<file path="src/hw/rtl/itse_pkg.sv">
// ----------------------------------------------------------------------------
// itse_pkg: shared types and constants
// Payload structs, field widths, mode codes, register indexes and the
// command/status groups between the controller and the datapath.
// ----------------------------------------------------------------------------
`timescale 1ns / 1ps

package itse_pkg;

    localparam int FORCE_W     = 16;
    localparam int SCALE_OUT_W = 16;
    localparam int STEP_W      = 16;
    localparam int MODE_W      = 2;
    localparam int CFG_TIME_W  = 24;
    localparam int MIN_SCALE_W = 16;
    localparam int CFG_IDX_W   = 3;
    localparam int CFG_DATA_W  = 32;

    // Input item modes
    localparam logic [MODE_W-1:0] MODE_TICK    = 2'd0;
    localparam logic [MODE_W-1:0] MODE_TRIGGER = 2'd1;
    localparam logic [MODE_W-1:0] MODE_RESET   = 2'd2;

    // Envelope kinds
    localparam logic KIND_IMPULSE = 1'b0;
    localparam logic KIND_RAMP    = 1'b1;

    // Configuration register indexes
    localparam logic [CFG_IDX_W-1:0] REG_KIND      = 3'd0;
    localparam logic [CFG_IDX_W-1:0] REG_IMP_FORCE = 3'd1;
    localparam logic [CFG_IDX_W-1:0] REG_IMP_LEN   = 3'd2;
    localparam logic [CFG_IDX_W-1:0] REG_MIN_SCALE = 3'd3;
    localparam logic [CFG_IDX_W-1:0] REG_FALL      = 3'd4;
    localparam logic [CFG_IDX_W-1:0] REG_HOLD      = 3'd5;
    localparam logic [CFG_IDX_W-1:0] REG_RISE      = 3'd6;

    // Register reset values
    localparam logic                   RST_KIND      = KIND_IMPULSE;
    localparam logic [FORCE_W-1:0]     RST_IMP_FORCE = 16'hEC00;
    localparam logic [CFG_TIME_W-1:0]  RST_IMP_LEN   = 24'd30000;
    localparam logic [MIN_SCALE_W-1:0] RST_MIN_SCALE = 16'd6554;
    localparam logic [CFG_TIME_W-1:0]  RST_FALL      = 24'd50000;
    localparam logic [CFG_TIME_W-1:0]  RST_HOLD      = 24'd200000;
    localparam logic [CFG_TIME_W-1:0]  RST_RISE      = 24'd200000;

    typedef struct packed {
        logic [MODE_W-1:0] mode;
        logic [STEP_W-1:0] time_step;
    } in_item_t;

    typedef struct packed {
        logic signed [FORCE_W-1:0] force_z;
        logic [SCALE_OUT_W-1:0]    damping_scale;
        logic                      busy_res;
    } out_item_t;

    typedef struct packed {
        logic load_in;
        logic step;
        logic eval;
        logic mul;
        logic div_start;
        logic load_out;
    } dp_cmd_t;

    typedef struct packed {
        logic need_div;
        logic div_done;
        logic out_free;
    } dp_status_t;

endpackage

</file>
<file path="src/hw/rtl/itse_div.sv">
// ----------------------------------------------------------------------------
// itse_div: restoring divider
// Unsigned divide, one quotient bit per cycle. The caller guarantees that
// the quotient fits in QUO_W bits and that the divisor is nonzero.
// ----------------------------------------------------------------------------
`timescale 1ns / 1ps

module itse_div #(
    parameter int QUO_W = 16,
    parameter int DEN_W = 24
) (
    input  logic                   aclk,
    input  logic                   aresetn,
    input  logic                   start,
    input  logic [QUO_W+DEN_W-1:0] num,
    input  logic [DEN_W-1:0]       den,
    output logic [QUO_W-1:0]       quo,
    output logic                   done
);
    localparam int NUM_W = QUO_W + DEN_W;
    localparam int CNT_W = $clog2(QUO_W + 1);

    logic [DEN_W-1:0] rem_reg, rem_next;
    logic [QUO_W-1:0] low_reg, low_next;
    logic [CNT_W-1:0] cnt_reg, cnt_next;
    logic             busy_reg, busy_next;

    logic [DEN_W:0] trial;
    logic [DEN_W:0] diff;
    logic           ge;

    assign trial = {rem_reg, low_reg[QUO_W-1]};
    assign diff  = trial - {1'b0, den};
    assign ge    = trial >= {1'b0, den};

    always_comb begin
        rem_next  = rem_reg;
        low_next  = low_reg;
        cnt_next  = cnt_reg;
        busy_next = busy_reg;
        if (start) begin
            // numerator's upper part is already below the divisor
            rem_next  = num[NUM_W-1:QUO_W];
            low_next  = num[QUO_W-1:0];
            cnt_next  = CNT_W'(QUO_W);
            busy_next = 1'b1;
        end else if (busy_reg) begin
            rem_next = ge ? diff[DEN_W-1:0] : trial[DEN_W-1:0];
            low_next = {low_reg[QUO_W-2:0], ge};
            cnt_next = cnt_reg - CNT_W'(1);
            if (cnt_reg == CNT_W'(1)) begin
                busy_next = 1'b0;
            end
        end
    end

    always_ff @(posedge aclk) begin
        if (!aresetn) begin
            busy_reg <= 1'b0;
        end else begin
            busy_reg <= busy_next;
        end
        rem_reg <= rem_next;
        low_reg <= low_next;
        cnt_reg <= cnt_next;
    end

    assign quo  = low_reg;
    assign done = !busy_reg;

endmodule

</file>
<file path="src/hw/rtl/itse_dp.sv">
// ----------------------------------------------------------------------------
// itse_dp: envelope datapath
// Configuration registers, envelope state, segment decode, ramp multiply,
// divider and the result register.
// ----------------------------------------------------------------------------
`timescale 1ns / 1ps

module itse_dp #(
    parameter int TIME_BITS       = 24,
    parameter int SCALE_FRAC_BITS = 15
) (
    input  logic                             aclk,
    input  logic                             aresetn,
    input  logic                             cfg_valid,
    input  logic [itse_pkg::CFG_IDX_W-1:0]   cfg_index,
    input  logic [itse_pkg::CFG_DATA_W-1:0]  cfg_data,
    input  itse_pkg::in_item_t               s_data,
    output logic                             m_valid,
    input  logic                             m_ready,
    output itse_pkg::out_item_t              m_data,
    input  itse_pkg::dp_cmd_t                cmd,
    output itse_pkg::dp_status_t             status
);
    import itse_pkg::*;

    localparam int SW    = SCALE_FRAC_BITS + 1;
    localparam int EW    = TIME_BITS + 2;
    localparam int FH_W  = CFG_TIME_W + 1;
    localparam int FHR_W = CFG_TIME_W + 2;
    localparam int CW    = (EW > FHR_W) ? EW : FHR_W;
    localparam int ESW   = (SW > MIN_SCALE_W) ? SW : MIN_SCALE_W;
    localparam int NUM_W = SW + CFG_TIME_W;

    localparam logic [SW-1:0] SCALE_ONE   = {1'b1, {SCALE_FRAC_BITS{1'b0}}};
    localparam logic [EW-1:0] ELAPSED_MAX = {EW{1'b1}};
    localparam logic [CFG_TIME_W-1:0] TIME_MASK = (TIME_BITS >= CFG_TIME_W) ?
        {CFG_TIME_W{1'b1}} : CFG_TIME_W'((64'd1 << TIME_BITS) - 64'd1);

    // configuration
    logic                         kind_reg;
    logic signed [FORCE_W-1:0]    imp_force_reg;
    logic [CFG_TIME_W-1:0]        imp_len_reg;
    logic [MIN_SCALE_W-1:0]       min_scale_reg;
    logic [CFG_TIME_W-1:0]        fall_reg;
    logic [CFG_TIME_W-1:0]        hold_reg;
    logic [CFG_TIME_W-1:0]        rise_reg;

    // values derived from configuration
    logic [FH_W-1:0]       fh_reg;
    logic [FHR_W-1:0]      fhr_reg;
    logic [SW-1:0]         lo_reg, lo_next;
    logic [SW-1:0]         d_reg;
    logic [CFG_TIME_W-1:0] rise_div_reg;

    // envelope state
    logic          running_reg, running_next;
    logic [EW-1:0] elapsed_reg, elapsed_next;

    // current item
    logic [MODE_W-1:0] mode_reg;
    logic [STEP_W-1:0] dt_reg;

    // evaluation results
    logic signed [FORCE_W-1:0] force_res_reg, force_eval;
    logic [SW-1:0]             scale_res_reg, scale_eval;
    logic                      busy_res_reg, run_eval;
    logic                      need_div_reg, need_div_eval;
    logic [CFG_TIME_W-1:0]     mul_t_reg, mul_t_eval;
    logic [CFG_TIME_W-1:0]     den_reg, den_eval;
    logic [SW-1:0]             base_reg, base_eval;
    logic                      down_reg, down_eval;

    logic [NUM_W-1:0] prod_reg;
    logic [SW-1:0]    quo;
    logic             div_done;
    logic [SW-1:0]    scale_fin;

    logic               m_valid_reg;
    out_item_t          m_data_reg;

    logic [EW:0]   sum;
    logic [EW-1:0] el_sat;
    logic [CW-1:0] t_cw;
    logic [CW-1:0] t_rise;

    // configuration writes
    always_ff @(posedge aclk) begin
        if (!aresetn) begin
            kind_reg      <= RST_KIND;
            imp_force_reg <= RST_IMP_FORCE;
            imp_len_reg   <= RST_IMP_LEN;
            min_scale_reg <= RST_MIN_SCALE;
            fall_reg      <= RST_FALL;
            hold_reg      <= RST_HOLD;
            rise_reg      <= RST_RISE;
        end else if (cfg_valid) begin
            unique case (cfg_index)
                REG_KIND:      kind_reg      <= cfg_data[0];
                REG_IMP_FORCE: imp_force_reg <= cfg_data[FORCE_W-1:0];
                REG_IMP_LEN:   imp_len_reg   <= cfg_data[CFG_TIME_W-1:0] & TIME_MASK;
                REG_MIN_SCALE: min_scale_reg <= cfg_data[MIN_SCALE_W-1:0];
                REG_FALL:      fall_reg      <= cfg_data[CFG_TIME_W-1:0] & TIME_MASK;
                REG_HOLD:      hold_reg      <= cfg_data[CFG_TIME_W-1:0] & TIME_MASK;
                REG_RISE:      rise_reg      <= cfg_data[CFG_TIME_W-1:0] & TIME_MASK;
                default: begin
                end
            endcase
        end
    end

    // clamp min_scale to one
    assign lo_next = (ESW'(min_scale_reg) > ESW'(SCALE_ONE)) ?
                     SCALE_ONE : SW'(min_scale_reg);

    always_ff @(posedge aclk) begin
        fh_reg       <= FH_W'(fall_reg) + FH_W'(hold_reg);
        fhr_reg      <= FHR_W'(fh_reg) + FHR_W'(rise_reg);
        lo_reg       <= lo_next;
        d_reg        <= SCALE_ONE - lo_next;
        rise_div_reg <= (rise_reg == '0) ? CFG_TIME_W'(1) : rise_reg;
    end

    always_ff @(posedge aclk) begin
        if (cmd.load_in) begin
            mode_reg <= s_data.mode;
            dt_reg   <= s_data.time_step;
        end
    end

    // saturating time advance
    assign sum    = {1'b0, elapsed_reg} + (EW+1)'(dt_reg);
    assign el_sat = sum[EW] ? ELAPSED_MAX : sum[EW-1:0];

    // segment decode
    assign t_cw   = CW'(elapsed_reg);
    assign t_rise = t_cw - CW'(fh_reg);

    always_comb begin
        force_eval    = '0;
        scale_eval    = SCALE_ONE;
        run_eval      = running_reg;
        need_div_eval = 1'b0;
        mul_t_eval    = t_cw[CFG_TIME_W-1:0];
        den_eval      = fall_reg;
        base_eval     = SCALE_ONE;
        down_eval     = 1'b1;
        if (mode_reg == MODE_TICK && running_reg) begin
            if (kind_reg == KIND_IMPULSE) begin
                if (t_cw <= CW'(imp_len_reg)) begin
                    force_eval = imp_force_reg;
                end else begin
                    run_eval = 1'b0;
                end
            end else begin
                priority if (t_cw <= CW'(fall_reg)) begin
                    if (fall_reg <= CFG_TIME_W'(1)) begin
                        scale_eval = lo_reg;
                    end else begin
                        need_div_eval = 1'b1;
                    end
                end else if (t_cw <= CW'(fh_reg)) begin
                    scale_eval = lo_reg;
                end else if (t_cw <= CW'(fhr_reg)) begin
                    need_div_eval = 1'b1;
                    mul_t_eval    = t_rise[CFG_TIME_W-1:0];
                    den_eval      = rise_div_reg;
                    base_eval     = lo_reg;
                    down_eval     = 1'b0;
                end else begin
                    run_eval = 1'b0;
                end
            end
        end
    end

    always_comb begin
        running_next = running_reg;
        elapsed_next = elapsed_reg;
        if (cmd.step) begin
            unique case (mode_reg)
                MODE_TRIGGER: begin
                    running_next = 1'b1;
                    elapsed_next = '0;
                end
                MODE_RESET: begin
                    running_next = 1'b0;
                    elapsed_next = '0;
                end
                MODE_TICK: begin
                    if (running_reg) begin
                        elapsed_next = el_sat;
                    end
                end
                default: begin
                end
            endcase
        end else if (cmd.eval) begin
            running_next = run_eval;
        end
    end

    always_ff @(posedge aclk) begin
        if (!aresetn) begin
            running_reg <= 1'b0;
            elapsed_reg <= '0;
        end else begin
            running_reg <= running_next;
            elapsed_reg <= elapsed_next;
        end
    end

    always_ff @(posedge aclk) begin
        if (cmd.eval) begin
            force_res_reg <= force_eval;
            scale_res_reg <= scale_eval;
            busy_res_reg  <= run_eval;
            need_div_reg  <= need_div_eval;
            mul_t_reg     <= mul_t_eval;
            den_reg       <= den_eval;
            base_reg      <= base_eval;
            down_reg      <= down_eval;
        end
        if (cmd.mul) begin
            prod_reg <= NUM_W'(d_reg) * NUM_W'(mul_t_reg);
        end
    end

    itse_div #(
        .QUO_W (SW),
        .DEN_W (CFG_TIME_W)
    ) u_div (
        .aclk    (aclk),
        .aresetn (aresetn),
        .start   (cmd.div_start),
        .num     (prod_reg),
        .den     (den_reg),
        .quo     (quo),
        .done    (div_done)
    );

    assign scale_fin = !need_div_reg ? scale_res_reg :
                       down_reg ? (base_reg - quo) : (base_reg + quo);

    // result register
    always_ff @(posedge aclk) begin
        if (!aresetn) begin
            m_valid_reg <= 1'b0;
        end else if (cmd.load_out) begin
            m_valid_reg <= 1'b1;
        end else if (m_ready) begin
            m_valid_reg <= 1'b0;
        end
        if (cmd.load_out) begin
            m_data_reg.force_z       <= force_res_reg;
            m_data_reg.damping_scale <= SCALE_OUT_W'(scale_fin);
            m_data_reg.busy_res      <= busy_res_reg;
        end
    end

    assign m_valid = m_valid_reg;
    assign m_data  = m_data_reg;

    assign status.need_div = need_div_eval;
    assign status.div_done = div_done;
    assign status.out_free = !m_valid_reg || m_ready;

endmodule

</file>
<file path="src/hw/rtl/itse_ctrl.sv">
// ----------------------------------------------------------------------------
// itse_ctrl: envelope controller
// Sequences one item through step, evaluate, optional multiply and divide,
// and the hand-off into the result register.
// ----------------------------------------------------------------------------
`timescale 1ns / 1ps

module itse_ctrl (
    input  logic                 aclk,
    input  logic                 aresetn,
    input  logic                 s_valid,
    output logic                 s_ready,
    output itse_pkg::dp_cmd_t    cmd,
    input  itse_pkg::dp_status_t status
);
    import itse_pkg::*;

    typedef enum logic [6:0] {
        ST_IDLE = 7'b0000001,
        ST_STEP = 7'b0000010,
        ST_EVAL = 7'b0000100,
        ST_MUL  = 7'b0001000,
        ST_LOAD = 7'b0010000,
        ST_DIV  = 7'b0100000,
        ST_OUT  = 7'b1000000
    } state_t;

    state_t state_reg, state_next;

    always_comb begin
        state_next = state_reg;
        cmd        = '0;
        s_ready    = 1'b0;
        unique case (state_reg)
            ST_IDLE: begin
                s_ready = 1'b1;
                if (s_valid) begin
                    cmd.load_in = 1'b1;
                    state_next  = ST_STEP;
                end
            end
            ST_STEP: begin
                cmd.step   = 1'b1;
                state_next = ST_EVAL;
            end
            ST_EVAL: begin
                cmd.eval   = 1'b1;
                state_next = status.need_div ? ST_MUL : ST_OUT;
            end
            ST_MUL: begin
                cmd.mul    = 1'b1;
                state_next = ST_LOAD;
            end
            ST_LOAD: begin
                cmd.div_start = 1'b1;
                state_next    = ST_DIV;
            end
            ST_DIV: begin
                if (status.div_done) begin
                    state_next = ST_OUT;
                end
            end
            ST_OUT: begin
                // hold until the result register can take the transfer
                if (status.out_free) begin
                    cmd.load_out = 1'b1;
                    state_next   = ST_IDLE;
                end
            end
            default: begin
                state_next = ST_IDLE;
            end
        endcase
    end

    always_ff @(posedge aclk) begin
        if (!aresetn) begin
            state_reg <= ST_IDLE;
        end else begin
            state_reg <= state_next;
        end
    end

endmodule

</file>
<file path="src/hw/rtl/impulse_or_trapezoid_scale_envelope.sv">
// ----------------------------------------------------------------------------
// impulse_or_trapezoid_scale_envelope: triggered force / damping envelope
// Flow: an input item passes the step and evaluate states, then the output
//   state loads the result register; on a ramp slope the multiply, divider
//   load and divide states come before the output state. No new item is
//   taken until the current one is through; the divider yields one quotient
//   bit per cycle. A result held by the receiver stalls the next one.
// Reset (aresetn low, synchronous): idle, elapsed time zero, registers at
//   their defaults, no result pending.
// ----------------------------------------------------------------------------
`timescale 1ns / 1ps

module impulse_or_trapezoid_scale_envelope #(
    parameter int TIME_BITS       = 24,
    parameter int SCALE_FRAC_BITS = 15
) (
    input  logic                             aclk,
    input  logic                             aresetn,
    input  logic                             cfg_valid,
    output logic                             cfg_ready,
    input  logic [itse_pkg::CFG_IDX_W-1:0]   cfg_index,
    input  logic [itse_pkg::CFG_DATA_W-1:0]  cfg_data,
    input  logic                             s_valid,
    output logic                             s_ready,
    input  itse_pkg::in_item_t               s_data,
    output logic                             m_valid,
    input  logic                             m_ready,
    output itse_pkg::out_item_t              m_data
);
    import itse_pkg::*;

    dp_cmd_t    cmd;
    dp_status_t status;

    // configuration writes are always accepted and registered straight into their registers
    assign cfg_ready = 1'b1;

    itse_ctrl u_ctrl (
        .aclk    (aclk),
        .aresetn (aresetn),
        .s_valid (s_valid),
        .s_ready (s_ready),
        .cmd     (cmd),
        .status  (status)
    );

    itse_dp #(
        .TIME_BITS       (TIME_BITS),
        .SCALE_FRAC_BITS (SCALE_FRAC_BITS)
    ) u_dp (
        .aclk      (aclk),
        .aresetn   (aresetn),
        .cfg_valid (cfg_valid),
        .cfg_index (cfg_index),
        .cfg_data  (cfg_data),
        .s_data    (s_data),
        .m_valid   (m_valid),
        .m_ready   (m_ready),
        .m_data    (m_data),
        .cmd       (cmd),
        .status    (status)
    );

endmodule
</file>
<file path="config.mk">
export PLATFORM = sky130hd
export DESIGN_NAME = impulse_or_trapezoid_scale_envelope
export DESIGN_NICKNAME = d
export VERILOG_FILES = /design/src/hw/rtl/itse_pkg.sv /design/src/hw/rtl/itse_div.sv /design/src/hw/rtl/itse_dp.sv /design/src/hw/rtl/itse_ctrl.sv /design/src/hw/rtl/impulse_or_trapezoid_scale_envelope.sv
export SDC_FILE = /design/constraint.sdc
export NUM_CORES = 2
export LEC_CHECK = 0
export BUFFER_PORTS_ARGS = -buffer_cell sky130_fd_sc_hd__clkbuf_2
export CORE_MARGIN = 1
export CORE_UTILIZATION = 40
export DETAILED_ROUTE_END_ITERATION = 6
export PLACE_DENSITY = 0.62
export SYNTH_ARGS = -nofsm -noshare
export SYNTH_HDL_FRONTEND = slang
export SYNTH_HIERARCHICAL = 1
export SYNTH_SLANG_ARGS = --single-unit
</file>
<file path="constraint.sdc">
create_clock -name aclk -period 12.45 [get_ports aclk]
set_input_delay 2.49 -clock aclk [delete_from_list [all_inputs] [get_ports aclk]]
set_output_delay 2.49 -clock aclk [all_outputs]
set_load 0.005 [all_outputs]
</file>
==> impl_metrics.py <==
metrics = {
    "floorplan": {
        "fp.dieArea_um2": 97450,
        "dieHeight_um": 312.2,
        "pin_count": 94,
        "die_width_um": 312.2,
        "placement_rows": 113,
        "floorplan.initialDensity": 0.4044,
        "floorplan.core_area_um2": 95150,
    },
    "drt": {
        "route.final.wire_length_um": 98550,
        "vias_after_detailed_routing": 28110,
        "drt-initial-drc-count": 1802,
        "detail_route.drc_violations": 0,
        "drt-vias-per-instance": 5.221,
        "drt_pre_antenna_iters": 7,
        "drt-wirelength-per-cell_um": 18.30,
        "postRouteAntennaNets": 0,
    },
    "synthesis": {
        "ys_async_sr_fraction": 0,
        "yosysWarnings": 6,
        "post-synth-top-area-cell": "sky130_fd_sc_hd__edfxtp_1",
        "synth.top_cells.by_area": "sky130_fd_sc_hd__edfxtp_1, sky130_fd_sc_hd__fa_1, sky130_fd_sc_hd__dfxtp_1, sky130_fd_sc_hd__ha_1, sky130_fd_sc_hd__nand2_1",
        "synth_seq_area_share": 0.3231,
        "yosys-top-cells-count": "sky130_fd_sc_hd__nand2_1, sky130_fd_sc_hd__inv_1, sky130_fd_sc_hd__ha_1",
        "synth_cell_types": 88,
        "syn-cell-area_um2": 38480,
        "synthMostInstantiatedCell": "sky130_fd_sc_hd__nand2_1",
        "synthFlopType": "sky130_fd_sc_hd__dfxtp_1",
        "synth_enable_flop_cells": 230,
        "ys_ff_latch": 506,
        "syn-mean-instance-area_um2": 9.441,
        "post_synth_inst_count": 4076,
        "synth_top_area_share": 0.1795,
        "synth_fp_nets": 4767,
    },
    "sta": {
        "setup_viol_count_final": 0,
        "final.setup_skew_ns": 0.02390,
        "layout_setup_ws_ns": 5.245,
        "worstMarginPinSlew_ns": 1.236,
        "slew_viol_final": 0,
        "finalHoldViolations": 0,
        "max_slew_margin": 0.1736,
        "period_needed_ns": 7.205,
        "fin_setup_tns_ns": 0,
        "fin_crit_sh": 0.5787,
        "unrepaired_setup_endpoints_after_global_routing": "no",
        "achievable-frequency_mhz": 138.8,
    },
    "clock_network": {
        "clock_sink_count": 506,
        "cts.hold.buffers_added": 0,
        "cts_resized": 0,
        "cts.repair_timing.setup_buffer_count": 0,
        "cts_tree": "built",
        "h-tree-depth": 2,
        "numCtsBuffers": 54,
        "cts.clk_slew.worst_paths_ns": 0.06,
        "clock-root-buffer": "sky130_fd_sc_hd__clkbuf_16",
        "cts-root-to-sink-buffers": 3,
        "worstSkewPairLatency_ns": 0.61,
    },
    "critical_path": {
        "worst_setup_path_startpoint": "u_dp/mul_t_reg[10]$_DFFE_PP_",
        "timing.rr.start": "u_dp/mul_t_reg[10]$_DFFE_PP_",
        "crit_path_dat_ns": 7.56,
        "maximum_fanout_along_the_worst_path": 16,
        "startpoint_type": "flip-flop",
        "worstSetupPathType": "reg -> reg",
        "crit_path_end_kind": "flip-flop",
        "worst-endpoint-required_ns": 12.81,
    },
    "final_layout": {
        "largest_register_ff_count": 40,
        "n_antenna_cell": 0,
        "fraction_of_final_layout_cells_sized_beyond_drive_strength_1": 0.06846,
        "layout.core_utilization": 0.4398,
        "num-nets-final": 4767,
        "area_delta_synth_final_pct": 8.753,
    },
    "flow_run": {
        "drv_cap": 0,
    },
    "hold_path": {
        "worst_hold_path_type": "reg -> reg",
        "min-delay-start": "u_dp/rise_reg[14]$_SDFFE_PN0P_",
    },
    "placed_design": {
        "hpwl_dp_um": 73520,
        "detailedPlace.worstSlack_ns": 5.280,
        "place.port_buffers": 84,
        "gp_congestion": 0.8885,
    },
    "power_and_ir_drop": {
        "pwr_per_cell_area_nw_per_um2": 151.1,
        "vdd.ir_drop.worst_mv": 0.2096,
        "total_leakage_power_nw": 18.55,
    },
    "global_routing": {
        "globalRoute.busiestLayer": "met2",
        "global_route.usage.met3": 0.02130,
        "grt.met1_usage": 0.2721,
        "overall_routing_resource_usage": 0.2040,
        "antenna_violations_before_repair": 5,
        "grt_pass1_wl_um": 157100,
        "grtUsageMet2": 0.3498,
        "first_global_vias": 28310,
        "grt_max_degree": 94,
        "overflow_after_grt": 0,
    },
    "run_status": {
        "outcome": "finished, final reports clean",
    },
}
-- worst max-delay path, cell delays in order, from the launching register on --
cell and delay (ns):
sky130_fd_sc_hd__edfxtp_1 0.79, sky130_fd_sc_hd__and2_1 0.34, sky130_fd_sc_hd__fa_1 0.53, sky130_fd_sc_hd__inv_1 0.05
sky130_fd_sc_hd__fa_1 0.53, sky130_fd_sc_hd__inv_1 0.06, sky130_fd_sc_hd__fa_1 0.50, sky130_fd_sc_hd__fa_1 0.53
sky130_fd_sc_hd__fa_1 0.55, sky130_fd_sc_hd__inv_1 0.05, sky130_fd_sc_hd__fa_1 0.52, sky130_fd_sc_hd__inv_1 0.04
sky130_fd_sc_hd__ha_1 0.40, sky130_fd_sc_hd__and4_1 0.25, sky130_fd_sc_hd__and3_1 0.20, sky130_fd_sc_hd__and3_1 0.23
sky130_fd_sc_hd__nand3_1 0.09, sky130_fd_sc_hd__o221ai_1 0.37, sky130_fd_sc_hd__o41ai_2 0.14, sky130_fd_sc_hd__o31ai_1 0.36
sky130_fd_sc_hd__a21o_1 0.18, sky130_fd_sc_hd__a21oi_1 0.07, sky130_fd_sc_hd__xnor2_1 0.13
-- cells by family after synthesis --
kind of cell,Yosys count,synth area share
multiplexers,58,0.01652
AO/OA/AOI/OAI,705,0.1229
buffers and inverters,707,0.07098
AND/OR/NAND/NOR,1305,0.1631
XOR/XNOR,161,0.03664
flip-flops,506,0.3231
other,1,0.00009745
adder cells (fa/ha/maj),633,0.2667
-- cells in the final DEF, fill, tap and decap left out, drive strengths merged, types with 28 or more instances in the layout --
cell / instances
nand2: 608
inv: 539
ha: 321
fa: 312
dfxtp: 276
edfxtp: 230
and2: 222
clkbuf: 165
a21oi: 156
o21ai: 140
nor2: 133
a21boi: 112
xnor2: 110
a21o: 89
nand3: 67
nor3: 55
xor2: 51
nor2b: 48
mux2: 44
o211ai: 35
nand2b: 34
buf: 31
nand4: 28
-- per-layer routing --
metal | vias up | share of wire | wire (um)
met2 | 596 | 0.48 | 47610
met5 | - | 0 | 0
met1 | 13830 | 0.45 | 44390
li1 | 13540 | - | -
met4 | 0 | 0.025 | 2504
met3 | 150 | 0.041 | 4050
-- stage by stage --
step	instances	total power [mW]	instance area (um2)	hold slack (ns)
final	5384	6.324	41850	0.3988
after global placement	5285	4.719	40030	0.3917
after global routing	5384	6.798	41850	0.4122
after detailed placement	5285	4.735	40030	0.3930
after CTS	5384	6.398	41850	0.4015
after floorplan	4076	4.016	38480	0.4003
-- layout make-up --
cell class / count / area (um2)
clock buffer: 82 / 1650
clock inverter: 17 / 165.2
multi-input combinational: 2863 / 23360
tap: 1265 / 1583
inverter: 537 / 2016
sequential: 506 / 12430
timing repair buffer: 114 / 648.1
fill: 9242 / 53300
-- where the power goes --
| part | switching [mW] | internal, mW |
|---|---|---|
| combinational | 1.63 | 1.12 |
| clock | 0.668 | 0.972 |
| sequential | 0.0333 | 1.90 |
| total | 2.33 | 3.99 |
-- path summary, 6_finish.rpt --
check | slack (ns) | to | cells after the start
worst max-delay path | 5.25 | u_dp/prod_reg[39]$_DFFE_PP_ | 22
worst min-delay path | 0.40 | u_dp/rise_div_reg[14]$_SDFF_PN0_ | 0
worst max register to register | 5.25 | u_dp/prod_reg[39]$_DFFE_PP_ | 22
worst min register to register | 0.40 | u_dp/rise_div_reg[14]$_SDFF_PN0_ | 0
(Power assumes the default switching activity.)
